==> config.mk <==
export PLATFORM = sky130hd
export DESIGN_NAME = multi_key_debounce_long_press_core
export DESIGN_NICKNAME = d
export VERILOG_FILES = /design/src/hw/rtl/mkdlp_pkg.sv /design/src/hw/rtl/mkdlp_lane.sv /design/src/hw/rtl/mkdlp_merge.sv /design/src/hw/rtl/multi_key_debounce_long_press_core.sv
export SDC_FILE = /design/constraint.sdc
export NUM_CORES = 1
export LEC_CHECK = 0
export ABC_AREA = 1
export BUFFER_PORTS_ARGS = -buffer_cell sky130_fd_sc_hd__clkbuf_2
export CAP_MARGIN = 0
export CELL_PAD_IN_SITES_DETAIL_PLACEMENT = 1
export CELL_PAD_IN_SITES_GLOBAL_PLACEMENT = 2
export CORE_MARGIN = 8
export CORE_UTILIZATION = 39
export CTS_CLUSTER_SIZE = 30
export DETAILED_ROUTE_END_ITERATION = 12
export MAX_ROUTING_LAYER = met4
export PLACE_DENSITY = 0.86
export RECOVER_POWER = 25
export SYNTH_ARGS = -nofsm -noshare
export SYNTH_HDL_FRONTEND = slang
export SYNTH_SLANG_ARGS = --single-unit
==> constraint.sdc <==
create_clock -name clock -period 5.9 [get_ports clock]
set_clock_uncertainty 0.1 [all_clocks]
set_input_delay 0.885 -clock clock [delete_from_list [all_inputs] [get_ports clock]]
set_output_delay 0.885 -clock clock [all_outputs]
set_load 0.005 [all_outputs]
==> src/hw/rtl/mkdlp_pkg.sv <==
package mkdlp_pkg;

   // field widths of the channels and registers
   localparam int KEY_SLOTS   = 4;
   localparam int EVENT_W     = 2;
   localparam int EVENTS_W    = KEY_SLOTS * EVENT_W;
   localparam int DELAY_W     = 16;
   localparam int CSR_INDEX_W = 2;
   localparam int CSR_DATA_W  = 16;

   // register indexes
   localparam logic [CSR_INDEX_W-1:0] CSR_KEY_ENABLE   = 2'd0;
   localparam logic [CSR_INDEX_W-1:0] CSR_ACTIVE_LEVEL = 2'd1;
   localparam logic [CSR_INDEX_W-1:0] CSR_LONG_DELAY   = 2'd2;

   // register reset values
   localparam logic [KEY_SLOTS-1:0] KEY_ENABLE_RST   = 4'hF;
   localparam logic [KEY_SLOTS-1:0] ACTIVE_LEVEL_RST = 4'hF;
   localparam logic [DELAY_W-1:0]   LONG_DELAY_RST   = 16'd100;

   // per-key phase
   typedef enum logic [1:0] {
      PH_IDLE    = 2'd0,
      PH_CONFIRM = 2'd1,
      PH_DOWN    = 2'd2,
      PH_LONG    = 2'd3
   } phase_type;

   // per-key event code
   typedef enum logic [EVENT_W-1:0] {
      EV_NONE = 2'd0,
      EV_DOWN = 2'd1,
      EV_UP   = 2'd2,
      EV_LONG = 2'd3
   } event_type;

   // what one lane sees of the current item
   typedef struct packed {
      logic advance;
      logic enable;
      logic level;
      logic pin;
   } lane_ctrl_type;

endpackage

==> src/hw/rtl/mkdlp_lane.sv <==
module mkdlp_lane (
   input  logic                          clock,
   input  logic                          reset,
   input  mkdlp_pkg::lane_ctrl_type      ctrl,
   input  logic [mkdlp_pkg::DELAY_W-1:0] long_delay,
   output mkdlp_pkg::event_type          step_event
);

   mkdlp_pkg::phase_type          phase_ff, phase_in;
   logic [mkdlp_pkg::DELAY_W-1:0] hold_ff, hold_in;
   logic                          pressed_ff, pressed_in;
   logic [mkdlp_pkg::DELAY_W-1:0] hold_inc;
   logic                          hold_done;

   // sampled pressed flag, frozen while the key is disabled
   assign pressed_in = ctrl.enable ? (ctrl.pin == ctrl.level) : pressed_ff;

   assign hold_inc  = hold_ff + 1'b1;
   assign hold_done = (hold_inc >= long_delay);

   // next phase, hold count and event
   always_comb begin
      phase_in   = phase_ff;
      hold_in    = hold_ff;
      step_event = mkdlp_pkg::EV_NONE;
      case (phase_ff)
         mkdlp_pkg::PH_IDLE: begin
            if (pressed_in) phase_in = mkdlp_pkg::PH_CONFIRM;
         end
         mkdlp_pkg::PH_CONFIRM: begin
            if (pressed_in) begin
               phase_in   = mkdlp_pkg::PH_DOWN;
               hold_in    = '0;
               step_event = mkdlp_pkg::EV_DOWN;
            end else begin
               phase_in = mkdlp_pkg::PH_IDLE;
            end
         end
         mkdlp_pkg::PH_DOWN: begin
            if (!pressed_in) begin
               phase_in   = mkdlp_pkg::PH_IDLE;
               step_event = mkdlp_pkg::EV_UP;
            end else if (hold_done) begin
               phase_in   = mkdlp_pkg::PH_LONG;
               hold_in    = '0;
               step_event = mkdlp_pkg::EV_LONG;
            end else begin
               hold_in = hold_inc;
            end
         end
         mkdlp_pkg::PH_LONG: begin
            if (!pressed_in) begin
               phase_in = mkdlp_pkg::PH_IDLE;
            end else if (hold_done) begin
               hold_in    = '0;
               step_event = mkdlp_pkg::EV_LONG;
            end else begin
               hold_in = hold_inc;
            end
         end
         default: begin
            phase_in = mkdlp_pkg::PH_IDLE;
         end
      endcase
   end

   // key state, stepped once per accepted item
   always_ff @(posedge clock) begin
      if (reset) begin
         phase_ff   <= mkdlp_pkg::PH_IDLE;
         hold_ff    <= '0;
         pressed_ff <= 1'b0;
      end else if (ctrl.advance) begin
         phase_ff   <= phase_in;
         hold_ff    <= hold_in;
         pressed_ff <= pressed_in;
      end
   end

endmodule

==> src/hw/rtl/mkdlp_merge.sv <==
module mkdlp_merge #(
   parameter int NUM_KEYS = 4
) (
   input  logic                           clock,
   input  logic                           reset,
   input  logic                           load,
   input  logic                           take,
   input  mkdlp_pkg::event_type           lane_event [NUM_KEYS],
   output logic                           out_valid,
   output logic [mkdlp_pkg::EVENTS_W-1:0] out_events
);

   logic [mkdlp_pkg::EVENTS_W-1:0] events_in;
   logic [mkdlp_pkg::EVENTS_W-1:0] events_ff;
   logic                           valid_ff;

   // pack the lanes that have a slot in the result word
   for (genvar k = 0; k < mkdlp_pkg::KEY_SLOTS; k++) begin : g_slot
      if (k < NUM_KEYS) begin : g_used
         assign events_in[k*mkdlp_pkg::EVENT_W +: mkdlp_pkg::EVENT_W] = lane_event[k];
      end else begin : g_empty
         assign events_in[k*mkdlp_pkg::EVENT_W +: mkdlp_pkg::EVENT_W] = mkdlp_pkg::EV_NONE;
      end
   end

   // result register
   always_ff @(posedge clock) begin
      if (reset) begin
         valid_ff <= 1'b0;
      end else if (load) begin
         valid_ff <= 1'b1;
      end else if (take) begin
         valid_ff <= 1'b0;
      end
   end

   always_ff @(posedge clock) begin
      if (load) events_ff <= events_in;
   end

   assign out_valid  = valid_ff;
   assign out_events = events_ff;

endmodule

==> src/hw/rtl/multi_key_debounce_long_press_core.sv <==
// channel  | handshake             | payload
// ---------+-----------------------+-------------------------------------
// req      | req_valid / req_stall | req_pin_levels[3:0]
// rsp      | rsp_valid / rsp_stall | rsp_key_events[7:0]
// csr      | csr_valid / csr_ready | csr_index[1:0], csr_data[15:0]
//
// one item per cycle while req_stall is low; its result is in the output
// register the cycle after it is taken, set by each lane's per-key step.
// reset is synchronous: all keys idle, hold counts and flags zero, registers
// at their defaults. req_stall rises only while a result waits and rsp_stall
// is high; csr_ready is always high.
module multi_key_debounce_long_press_core #(
   parameter int NUM_KEYS = 4
) (
   input  logic                              clock,
   input  logic                              reset,
   input  logic                              req_valid,
   output logic                              req_stall,
   input  logic [mkdlp_pkg::KEY_SLOTS-1:0]   req_pin_levels,
   output logic                              rsp_valid,
   input  logic                              rsp_stall,
   output logic [mkdlp_pkg::EVENTS_W-1:0]    rsp_key_events,
   input  logic                              csr_valid,
   output logic                              csr_ready,
   input  logic [mkdlp_pkg::CSR_INDEX_W-1:0] csr_index,
   input  logic [mkdlp_pkg::CSR_DATA_W-1:0]  csr_data
);

   logic [mkdlp_pkg::KEY_SLOTS-1:0] key_enable_ff;
   logic [mkdlp_pkg::KEY_SLOTS-1:0] active_level_ff;
   logic [mkdlp_pkg::DELAY_W-1:0]   long_delay_ff;
   logic                            accept;
   mkdlp_pkg::event_type            lane_event [NUM_KEYS];

   // handshake: take an item whenever the output register can be refilled
   assign req_stall = rsp_valid & rsp_stall;
   assign accept    = req_valid & ~req_stall;
   assign csr_ready = 1'b1;

   // configuration registers
   always_ff @(posedge clock) begin
      if (reset) begin
         key_enable_ff   <= mkdlp_pkg::KEY_ENABLE_RST;
         active_level_ff <= mkdlp_pkg::ACTIVE_LEVEL_RST;
         long_delay_ff   <= mkdlp_pkg::LONG_DELAY_RST;
      end else if (csr_valid) begin
         case (csr_index)
            mkdlp_pkg::CSR_KEY_ENABLE:
               key_enable_ff <= csr_data[mkdlp_pkg::KEY_SLOTS-1:0];
            mkdlp_pkg::CSR_ACTIVE_LEVEL:
               active_level_ff <= csr_data[mkdlp_pkg::KEY_SLOTS-1:0];
            mkdlp_pkg::CSR_LONG_DELAY:
               long_delay_ff <= csr_data[mkdlp_pkg::DELAY_W-1:0];
            default: ;
         endcase
      end
   end

   // one lane per key; keys without a pin stay disabled
   for (genvar k = 0; k < NUM_KEYS; k++) begin : g_lane
      mkdlp_pkg::lane_ctrl_type ctrl;

      if (k < mkdlp_pkg::KEY_SLOTS) begin : g_pin
         assign ctrl = '{advance: accept,
                         enable:  key_enable_ff[k],
                         level:   active_level_ff[k],
                         pin:     req_pin_levels[k]};
      end else begin : g_nopin
         assign ctrl = '{advance: accept, enable: 1'b0, level: 1'b0, pin: 1'b0};
      end

      mkdlp_lane u_lane (
         .clock      (clock),
         .reset      (reset),
         .ctrl       (ctrl),
         .long_delay (long_delay_ff),
         .step_event (lane_event[k])
      );
   end

   // pack lane events into the result register
   mkdlp_merge #(
      .NUM_KEYS (NUM_KEYS)
   ) u_merge (
      .clock      (clock),
      .reset      (reset),
      .load       (accept),
      .take       (~rsp_stall),
      .lane_event (lane_event),
      .out_valid  (rsp_valid),
      .out_events (rsp_key_events)
   );

endmodule
==> results of run 1 <==
[registers in the layout (all words and copies together) (netlist names)]
register and count:
g_lane.u_lane.hold_ff 64, long_delay_ff 16, g_lane.u_lane.phase_ff 8, u_merge.out_events 8
active_level_ff 4, g_lane.u_lane.pressed_ff 4, key_enable_ff 4, u_merge.out_valid 1
[cells by family (layout without fill, tap and decap cells)]
| kind of cell | Yosys count | after routing | synth area share (%) |
|---|---|---|---|
| AOI/OAI and AO/OA | 157 | 157 | 10.32 |
| xor gates and xnor gates | 41 | 41 | 5.631 |
| adders and majority gates | 68 | 68 | 11.04 |
| buffers and inverters | 148 | 176 | 8.147 |
| DFF | 109 | 109 | 29.34 |
| other | 1 | 1 | 0.04864 |
| and+or+nand+nor | 552 | 552 | 35.48 |
[cells in the mapped netlist]
library cell,count,area share [%]
nand2_1,281,14
a21oi_1,116,7.5
inv_1,111,5.4
dfxtp_1,101,26
nand4_1,74,6.0
nor2_1,74,3.6
ha_1,68,11
nand3_1,42,2.7
o21ai_0,34,2.2
xor2_1,20,2.3
nor2_4,18,2.6
clkbuf_1,12,0.58
nand2_2,12,0.97
nor2_2,11,0.89
xnor2_1,11,1.2
nor3_1,9,0.58
xor2_2,9,1.9
edfxtp_1,8,3.1
buf_2,7,0.45
buf_6,6,0.88
inv_2,6,0.29
buf_4,5,0.49
nand2_4,5,0.73
nand3_4,5,1.1
nand3b_1,5,0.49
or2_1,5,0.41
nand3_2,4,0.52
o211ai_1,3,0.29
and2_1,2,0.16
nor2_8,2,0.52
o21ai_1,2,0.13
o22ai_1,2,0.16
clkinv_1,1,0.049
conb_1,1,0.049
nor3_2,1,0.13
nor3_4,1,0.21
or2_2,1,0.081
xnor2_2,1,0.21
[final cells by class]
class / instances / area, um2
Clock buffer: 12 / 256.5
Clock inverter: 4 / 32.53
Fill cell: 2551 / 11120
Inverter: 118 / 442.9
Multi-Input combinational cell: 819 / 4803
Sequential cell: 109 / 2262
Tap cell: 265 / 331.6
Timing Repair Buffer: 42 / 214.0
[layer usage]
| layer | vias up | wire [um] | track usage, % |
|---|---|---|---|
| li1 | 3602 | - | - |
| met1 | 3316 | 10690 | 23.61 |
| met2 | 80 | 10220 | 31.56 |
| met3 | 26 | 501 | 2.179 |
| met4 | 0 | 363 | 5.675 |
| met5 | - | 0 | - |
[worst max-delay path by stage]
| stage | cells past startpoint | from | endpoint |
|---|---|---|---|
| floorplan | 14 | g_lane[3].u_lane.hold_ff[2]$_SDFFE_PP0P_ | u_merge.out_events[7]$_DFFE_PP_ |
| global placement | 15 | g_lane[2].u_lane.hold_ff[0]$_SDFFE_PP0P_ | u_merge.out_events[5]$_DFFE_PP_ |
| detailed placement | 17 | g_lane[2].u_lane.hold_ff[0]$_SDFFE_PP0P_ | u_merge.out_events[5]$_DFFE_PP_ |
| CTS | 17 | g_lane[2].u_lane.hold_ff[0]$_SDFFE_PP0P_ | u_merge.out_events[5]$_DFFE_PP_ |
| global route | 7 | rsp_stall | g_lane[2].u_lane.hold_ff[2]$_SDFFE_PP0P_ |
| finish | 7 | rsp_stall | g_lane[0].u_lane.hold_ff[9]$_SDFFE_PP0P_ |
[cells in the final DEF (no fill, tap or decap), types with 3 or more instances in the layout]
| cell | n |
|---|---|
| nand2_1 | 281 |
| a21oi_1 | 116 |
| inv_1 | 112 |
| dfxtp_1 | 101 |
| nor2_1 | 75 |
| nand4_1 | 74 |
| ha_1 | 68 |
| nand3_1 | 42 |
| o21ai_0 | 34 |
| clkbuf_2 | 33 |
| xor2_1 | 20 |
| nor2_4 | 18 |
| nand2_2 | 12 |
| nor2_2 | 11 |
| xnor2_1 | 11 |
| nor3_1 | 9 |
| xor2_2 | 9 |
| clkbuf_16 | 9 |
| edfxtp_1 | 8 |
| clkbuf_1 | 6 |
| nand3b_1 | 5 |
| nand2_4 | 5 |
| inv_2 | 5 |
| or2_1 | 5 |
| nand3_4 | 5 |
| nand3_2 | 4 |
| buf_4 | 4 |
| o211ai_1 | 3 |
[power by group through the flow]
stage,Sequential (uW),Combinational (uW),Clock [uW]
6_report,787,229,610
5_1_grt,791,261,657
3_5_place_dp,805,233,0
2_1_floorplan,800,168,0
3_3_place_gp,804,229,0
4_1_cts,787,235,630
[tightest hold or removal path: stages (launching register included)]
cell and delay (ns):
dfxtp_1 0.31, nand2_1 0.06, a21oi_1 0.06
[per-stage QoR]
step	util [%]	hold WS [ns]	std cells
floorplan	-	0.3391	1076
global placement	41.52	0.3466	1353
detailed placement	41.52	0.3616	1353
CTS	43.01	0.3744	1369
global route	42.87	0.3927	1369
finish	42.87	0.3685	1369
==> flow_summary.yaml, run 1 <==
timing:
  fin_ws_ns: 1.656
  finalSetupTns_ns: 0
  slew_headroom_pct: -129.5
  fmax_mhz: 235.6
  slew_violations: 91
  tightest_slew_ns: 3.442
  hold_viol_final: 0
  fin_crit_sh_pct: 71.93
  period_needed_ns: 4.244
  grt_setup_unrepaired: "no"
  finalSetupViolations: 0
synth:
  syn_avg_cell_area_um2: 7.165
  synth.distinct_cells: 38
  synth.ff_latch_count: 109
  synth_warnings: 0
  synth_seq_area_share_pct: 29.34
  netlist_area_um2: 7710
  syn_nets: 1171
  syn_inst: 1076
clocking:
  clkSlewWorstSetupHoldPaths_ns: 0.08
  clock-sinks: 109
  ctsResizeCount: 0
  clockBufferDepth: 2
  htreeDepth: 3
  cts.hold.buffers_added: 0
  root_buffer: "clkbuf_16"
  cts_setup_buffers: 0
  numCtsBuffers: 9
  cts_tree: "yes"
  clkLatencyLatePin_ns: 0.36
die:
  dieArea_um2: 24520
  core_um2: 19460
  fp-row-count: 51
  initial_core_util_pct: 39.61
  pin_count: 38
  die_h_um: 156.6
  dieWidth_um: 156.6
global_routing:
  grt_pass1_wl_mm: 36.25
  track_usage_pct: 18.90
  grt_pass1_vias: 7187
  grt_max_degree: 67
  antenna_found_initial: 0
  gr-total-overflow: 0
power_and_ir_drop:
  p_seq_share_pct: 48.4
  design_power_total_uw: 1626
  ir_drop_v: 0.0001523
  p_switching_uw: 474.4
  power_frac_clock_pct: 37.5
  switching_share_pct: 29.18
  power_density_nw_per_um2: 194.9
  pwr-share-comb_pct: 14.1
  p_leak_uw: 0.003595
  power.internal_uw: 1151
min_path:
  holdPathStages: 2
  worstHoldPathType: "register to register"
  min_to: "g_lane[3].u_lane.pressed_ff$_SDFFE_PP0P_"
  min_from: "g_lane[3].u_lane.pressed_ff$_SDFFE_PP0P_"
layout:
  drive_gt1_share_pct: 11.41
  num_antenna_cells: 0
  nets: 1194
  final_area_um2: 8343
  synthToLayoutAreaGrowth_pct: 8.212
drt:
  vias: 7024
  drc: 0
  vias_per_cell: 5.131
  first_pass_iters: 4
  antenna_left: 0
  drt_iter0_drc: 305
  drt-total-wl_mm: 21.78
  post_drt_wl_per_cell_um: 15.91
placement:
  gp_congestion: 0.7944
  io_buffers: 36
  dp_hpwl_mm: 16.18
  dpl_cell_area_um2: 8082
  pre_cts_ws_ns: 2.735
outcome:
  status: "finished, violations left"
  violations: "capacitance limit, slew limit"
setup_path:
  reg2reg_slack_ns: 1.95
  crit-reg2reg-launch: "u_merge.out_valid$_SDFFE_PP0P_"
  cp_cell_sequence: "clkbuf_2 > nand2_1 > inv_1 > nor2_1 > nand3_2 > nand2_1 > a21oi_1"
  cp-start-kind: "input port"
  cp.required_ns: 5.88
  rr_endpoint: "g_lane[0].u_lane.hold_ff[9]$_SDFFE_PP0P_"
  critPathBufInv: 2
  arrival_ns: 4.23
  max_stage_delay_ns: 1.90
  ff2ff_path_depth: 6
  crit_fanout: 23
  critical_path_class: "input port to register"
  cp-end-kind: "register"
  cp_top_family: "simple AND/OR/NAND/NOR gates"
  crit_top_cell: "nand2_1"
  slowest_stage: "nor2_1"
flow_run:
  max-cap-violations: 2
Power figures use the tool's default switching activity.
==> run 2, diff against run 1 <==
CORE_UTILIZATION = 36   (was 39)
PLACE_DENSITY = 0.8   (was 0.86)
clock period = 4.3 ns   (was 5.9 ns; I/O delays follow)
==> flow_summary.yaml, run 2 (same netlist as run 1, synthesis figures left out) <==
outcome:
  status: "finished, violations left"
  violations: "capacitance limit, slew limit"
layout:
  layout_common_cells: "281 x nand2_1, 116 x a21oi_1, 112 x inv_1"
  largest_reg_flops: 64
  final_area_um2: 8374
  final-seq-area_um2: 2262
  layout_commonest_cell: "nand2_1"
  drive_gt1_share_pct: 10.78
  multiInputGateArea_um2: 4820
  largest_register: "g_lane.u_lane.hold_ff"
  nets: 1194
  n_fill_cell: 2713
  num_antenna_cells: 0
  reg_top3: "g_lane.u_lane.hold_ff (64), long_delay_ff (16)"
  final_core_util_pct: 39.84
  synthToLayoutAreaGrowth_pct: 8.617
placement:
  dp_hpwl_mm: 16.68
  pre_cts_ws_ns: 1.173
  dpl_cell_area_um2: 8094
  io_buffers: 36
  gp_congestion: 0.7779
timing:
  hold_viol_final: 0
  slew_headroom_pct: -131.6
  finalSetupViolations: 0
  slew_violations: 67
  finalSetupTns_ns: 0
  fin_crit_sh_pct: 77.78
  grt_setup_unrepaired: "no"
  fmax_mhz: 299.0
  fin_ws_ns: 0.9553
  tightest_slew_ns: 3.473
  period_needed_ns: 3.345
die:
  core_um2: 21020
  die_h_um: 162.3
  pin_count: 38
  dieArea_um2: 26360
  fp-row-count: 53
  dieWidth_um: 162.3
  initial_core_util_pct: 36.68
global_routing:
  gr-total-overflow: 0
  track_usage_pct: 18.06
  antenna_found_initial: 0
  grt_pass1_wl_mm: 37.58
  grt_pass1_vias: 7412
  grt_max_degree: 67
setup_path:
  critical_path_class: "input port to register"
  ff2ff_path_depth: 19
  cp-start-kind: "input port"
  cp.required_ns: 4.27
  cp_top_family: "buffers and inverters"
  arrival_ns: 3.31
  crit_fanout: 66
  worstSetupStartpoint: "reset"
  slowest_stage: "clkbuf_1"
  max_stage_delay_ns: 2.45
  cp_cell_sequence: "clkbuf_1 > clkbuf_1 > a21oi_1"
  crit-reg2reg-launch: "g_lane[0].u_lane.hold_ff[0]$_SDFFE_PP0P_"
  cp-end-kind: "register"
  critPathBufInv: 2
  cp_num_cells: 3
  crit_top_cell: "clkbuf_1"
clocking:
  cts_tree: "yes"
  clkSlewWorstSetupHoldPaths_ns: 0.08
  clkLatencyLatePin_ns: 0.36
  cts.hold.buffers_added: 0
  clock-sinks: 109
  htreeDepth: 3
  numCtsBuffers: 9
  clockBufferDepth: 2
  cts_setup_buffers: 0
  root_buffer: "clkbuf_16"
  ctsResizeCount: 0
min_path:
  holdPathStages: 2
  min_from: "g_lane[1].u_lane.pressed_ff$_SDFFE_PP0P_"
  worstHoldPathType: "register to register"
drt:
  first_pass_iters: 4
  drc: 0
  vias: 6992
  vias_per_cell: 5.070
  antenna_left: 0
  post_drt_wl_per_cell_um: 16.06
  drt-total-wl_mm: 22.15
  drt_iter0_drc: 296
power_and_ir_drop:
  p_leak_uw: 0.003583
  power_density_nw_per_um2: 272.2
  ir_drop_v: 0.0002211
  design_power_total_uw: 2279
flow_run:
  max-cap-violations: 1
[run 2: final timing paths]
check | slack (ns) | to
hold reg to reg | 0.37 | g_lane[1].u_lane.pressed_ff$_SDFFE_PP0P_
setup / recovery | 0.96 | g_lane[2].u_lane.hold_ff[9]$_SDFFE_PP0P_
hold / removal | 0.37 | g_lane[1].u_lane.pressed_ff$_SDFFE_PP0P_
setup reg to reg | 1.15 | g_lane[0].u_lane.phase_ff[1]$_SDFFE_PP0P_
[run 2: metrics by stage]
step           std cells  hold WS [ns]
2_1_floorplan       1076        0.3391
3_3_place_gp        1363        0.3490
3_5_place_dp        1363        0.3540
4_1_cts             1379        0.3662
5_1_grt             1379        0.3958
6_report            1379        0.3663
[run 2: area by class of cell]
class / count / share of cell area, %
inverters: 118 / 5.289
clock inverters: 5 / 0.7022
repair buffers: 42 / 2.435
clock buffers: 11 / 2.899
well taps: 275 / 4.109
flip-flops and latches: 109 / 27.01
multi-input cells: 819 / 57.55
[run 2: report_power, final]
part / internal, uW / total [uW] / leakage, uW / switching (uW)
logic: 93.0 / 313 / 0.00254 / 220
clock network: 471 / 886 / 0.000142 / 415
registers: 1060 / 1080 / 0.000900 / 23.3
total: 1620 / 2280 / 0.00358 / 659
[run 2: worst reg2reg max path: stages (launching register included)]
cell,delay [ns]
dfxtp_1,0.39
ha_1,0.19
nand2_1,0.11
inv_1,0.13
nand2_1,0.06
nor2_1,0.20
nor2_1,0.06
nor2_1,0.15
ha_1,0.26
nand2_1,0.06
inv_1,0.05
nand2_1,0.08
nor2_1,0.05
nor2_1,0.08
nand2_1,0.06
nand2_1,0.48
nand3_1,0.28
nand3_1,0.14
nand2_1,0.05
nor2_1,0.11
[run 2: per-layer routing]
layer  GRT usage [%]  vias up  part of all wire, %
li1                -     3597                    -
met1           22.77     3312                   49
met2           30.09       62                   47
met3           2.654       21                  2.0
met4           3.998        0                  1.4
met5               -        -                    0
==> run 3, diff against run 2 <==
clock period = 3.48 ns   (was 4.3 ns; I/O delays follow)
==> flow_summary.yaml, run 3 (same netlist as run 1, synthesis figures left out) <==
drt:
  post_drt_wl_per_cell_um: 16.00
  drc: 0
  vias_per_cell: 5.044
  drt-total-wl_mm: 22.17
  first_pass_iters: 4
  vias: 6991
  antenna_left: 0
  drt_iter0_drc: 256
timing:
  finalSetupViolations: 0
  fin_crit_sh_pct: 85.18
  tightest_slew_ns: 1.610
  hold_viol_final: 0
  grt_setup_unrepaired: "no"
  slew_headroom_pct: -7.360
  finalSetupTns_ns: 0
  period_needed_ns: 2.964
  slew_violations: 91
  fmax_mhz: 337.3
layout:
  multiInputGateArea_um2: 4806
  n_fill_cell: 2734
  largest_reg_flops: 64
  largest_register: "g_lane.u_lane.hold_ff"
  num_antenna_cells: 0
  layout_common_cells: "281 x nand2_1, 116 x a21oi_1, 112 x inv_1"
  final-seq-area_um2: 2262
  final_area_um2: 8399
  nets: 1201
  reg_top3: "g_lane.u_lane.hold_ff (64), long_delay_ff (16)"
  drive_gt1_share_pct: 11.43
  layout_commonest_cell: "nand2_1"
  synthToLayoutAreaGrowth_pct: 8.942
die:
  fp-row-count: 53
  core_um2: 21020
  dieWidth_um: 162.3
  pin_count: 38
  die_h_um: 162.3
  dieArea_um2: 26360
  initial_core_util_pct: 36.68
setup_path:
  cp.required_ns: 3.63
  critPathBufInv: 1
  max_stage_delay_ns: 1.17
  slowest_stage: "nor2_2"
  arrival_ns: 3.11
  cp-end-kind: "register"
  cp_top_family: "simple AND/OR/NAND/NOR gates"
  critical_path_class: "register to register"
  cp_cell_sequence: "nand2_1 > inv_1 > nor2_2 > nand3_2 > o21ai_0 > a21oi_1"
  cp-start-kind: "register"
  crit_fanout: 23
placement:
  io_buffers: 36
  dpl_cell_area_um2: 8147
  dp_hpwl_mm: 16.82
  gp_congestion: 0.7928
power_and_ir_drop:
  ir_drop_v: 0.0001997
  power_density_nw_per_um2: 328.2
  p_leak_uw: 0.003607
clocking:
  clkLatencyLatePin_ns: 0.37
  cts.hold.buffers_added: 0
  numCtsBuffers: 9
  clkSlewWorstSetupHoldPaths_ns: 0.08
  htreeDepth: 3
  cts_setup_buffers: 0
  clockBufferDepth: 2
  clock-sinks: 109
  ctsResizeCount: 0
  cts_tree: "yes"
  root_buffer: "clkbuf_16"
global_routing:
  use_met3_pct: 2.578
  grt_pass1_vias: 7340
  track_usage_pct: 18.17
  grt_pass1_wl_mm: 37.60
  met2_usage_pct: 30.44
  antenna_found_initial: 0
  top_usage_layer: "met2"
  use_met1_pct: 22.97
  gr-total-overflow: 0
  grt_max_degree: 67
outcome:
  status: "finished, violations left"
  violations: "capacitance limit, slew limit"
min_path:
  worstHoldPathType: "input port to register"
flow_run:
  max-cap-violations: 2
run 3: cell types whose count changed in the layout (fill, tap and decap cells not counted), sizes merged:
cell      change
buf           +8
bufinv        -1
clkbuf        -2
clkinv        +2
clkinvlp      -2
inv           +2
run 3: layer usage:
| layer | vias up | wire length [um] |
|---|---|---|
| met5 | - | 0 |
| met4 | 0 | 158 |
| met3 | 10 | 735 |
| met2 | 87 | 10650 |
| met1 | 3271 | 10630 |
| li1 | 3623 | - |
run 3: worst reg2reg max path: cells and delay by family, from the launching register on:
family                 cells  cell delay [ns]
AND/OR/NAND/NOR            3             1.94
AO/OA/AOI/OAI              2             0.42
flip-flops                 1             0.32
buffers and inverters      1             0.07
run 3: per-stage QoR:
stage,hold slack (ns),instances,total power (uW),util (%),worst slack (ns)
3_3_place_gp,0.3512,1370,1753,38.75,0.6511
3_5_place_dp,0.3555,1370,1760,38.75,0.5525
4_1_cts,0.2710,1386,2813,40.10,0.5295
6_report,0.2808,1386,2756,39.96,0.5157
2_1_floorplan,0.3391,1076,1640,-,1.073
5_1_grt,0.2874,1386,2912,39.96,0.1293
run 3: area by class of cell:
class	count	area share [%]
Clock buffer	10	2.726
Clock inverter	6	0.6554
Inverter	118	5.273
Multi-Input combinational cell	819	57.22
Sequential cell	109	26.93
Tap cell	275	4.097
Timing Repair Buffer	49	3.098
run 3: power breakdown:
group	leakage [uW]	internal, uW	total (uW)	switching, uW
clock network	0.000140	502	1040	536
logic	0.00257	115	385	270
registers	0.000900	1310	1330	27.8
total	0.00361	1920	2760	834
run 3: worst paths after layout:
check                                                              start                                  endpoint  slack [ns]  cells after the start
worst min register to register  g_lane[0].u_lane.pressed_ff$_SDFFE_PP0P_  g_lane[0].u_lane.pressed_ff$_SDFFE_PP0P_        0.36                      2
worst min-delay path                                         csr_data[5]             long_delay_ff[5]$_SDFFE_PP1P_        0.28                      3
worst max register to register            u_merge.out_valid$_SDFFE_PP0P_  g_lane[0].u_lane.hold_ff[0]$_SDFFE_PP0P_        0.52                      6
worst max-delay path                      u_merge.out_valid$_SDFFE_PP0P_  g_lane[0].u_lane.hold_ff[0]$_SDFFE_PP0P_        0.52                      6
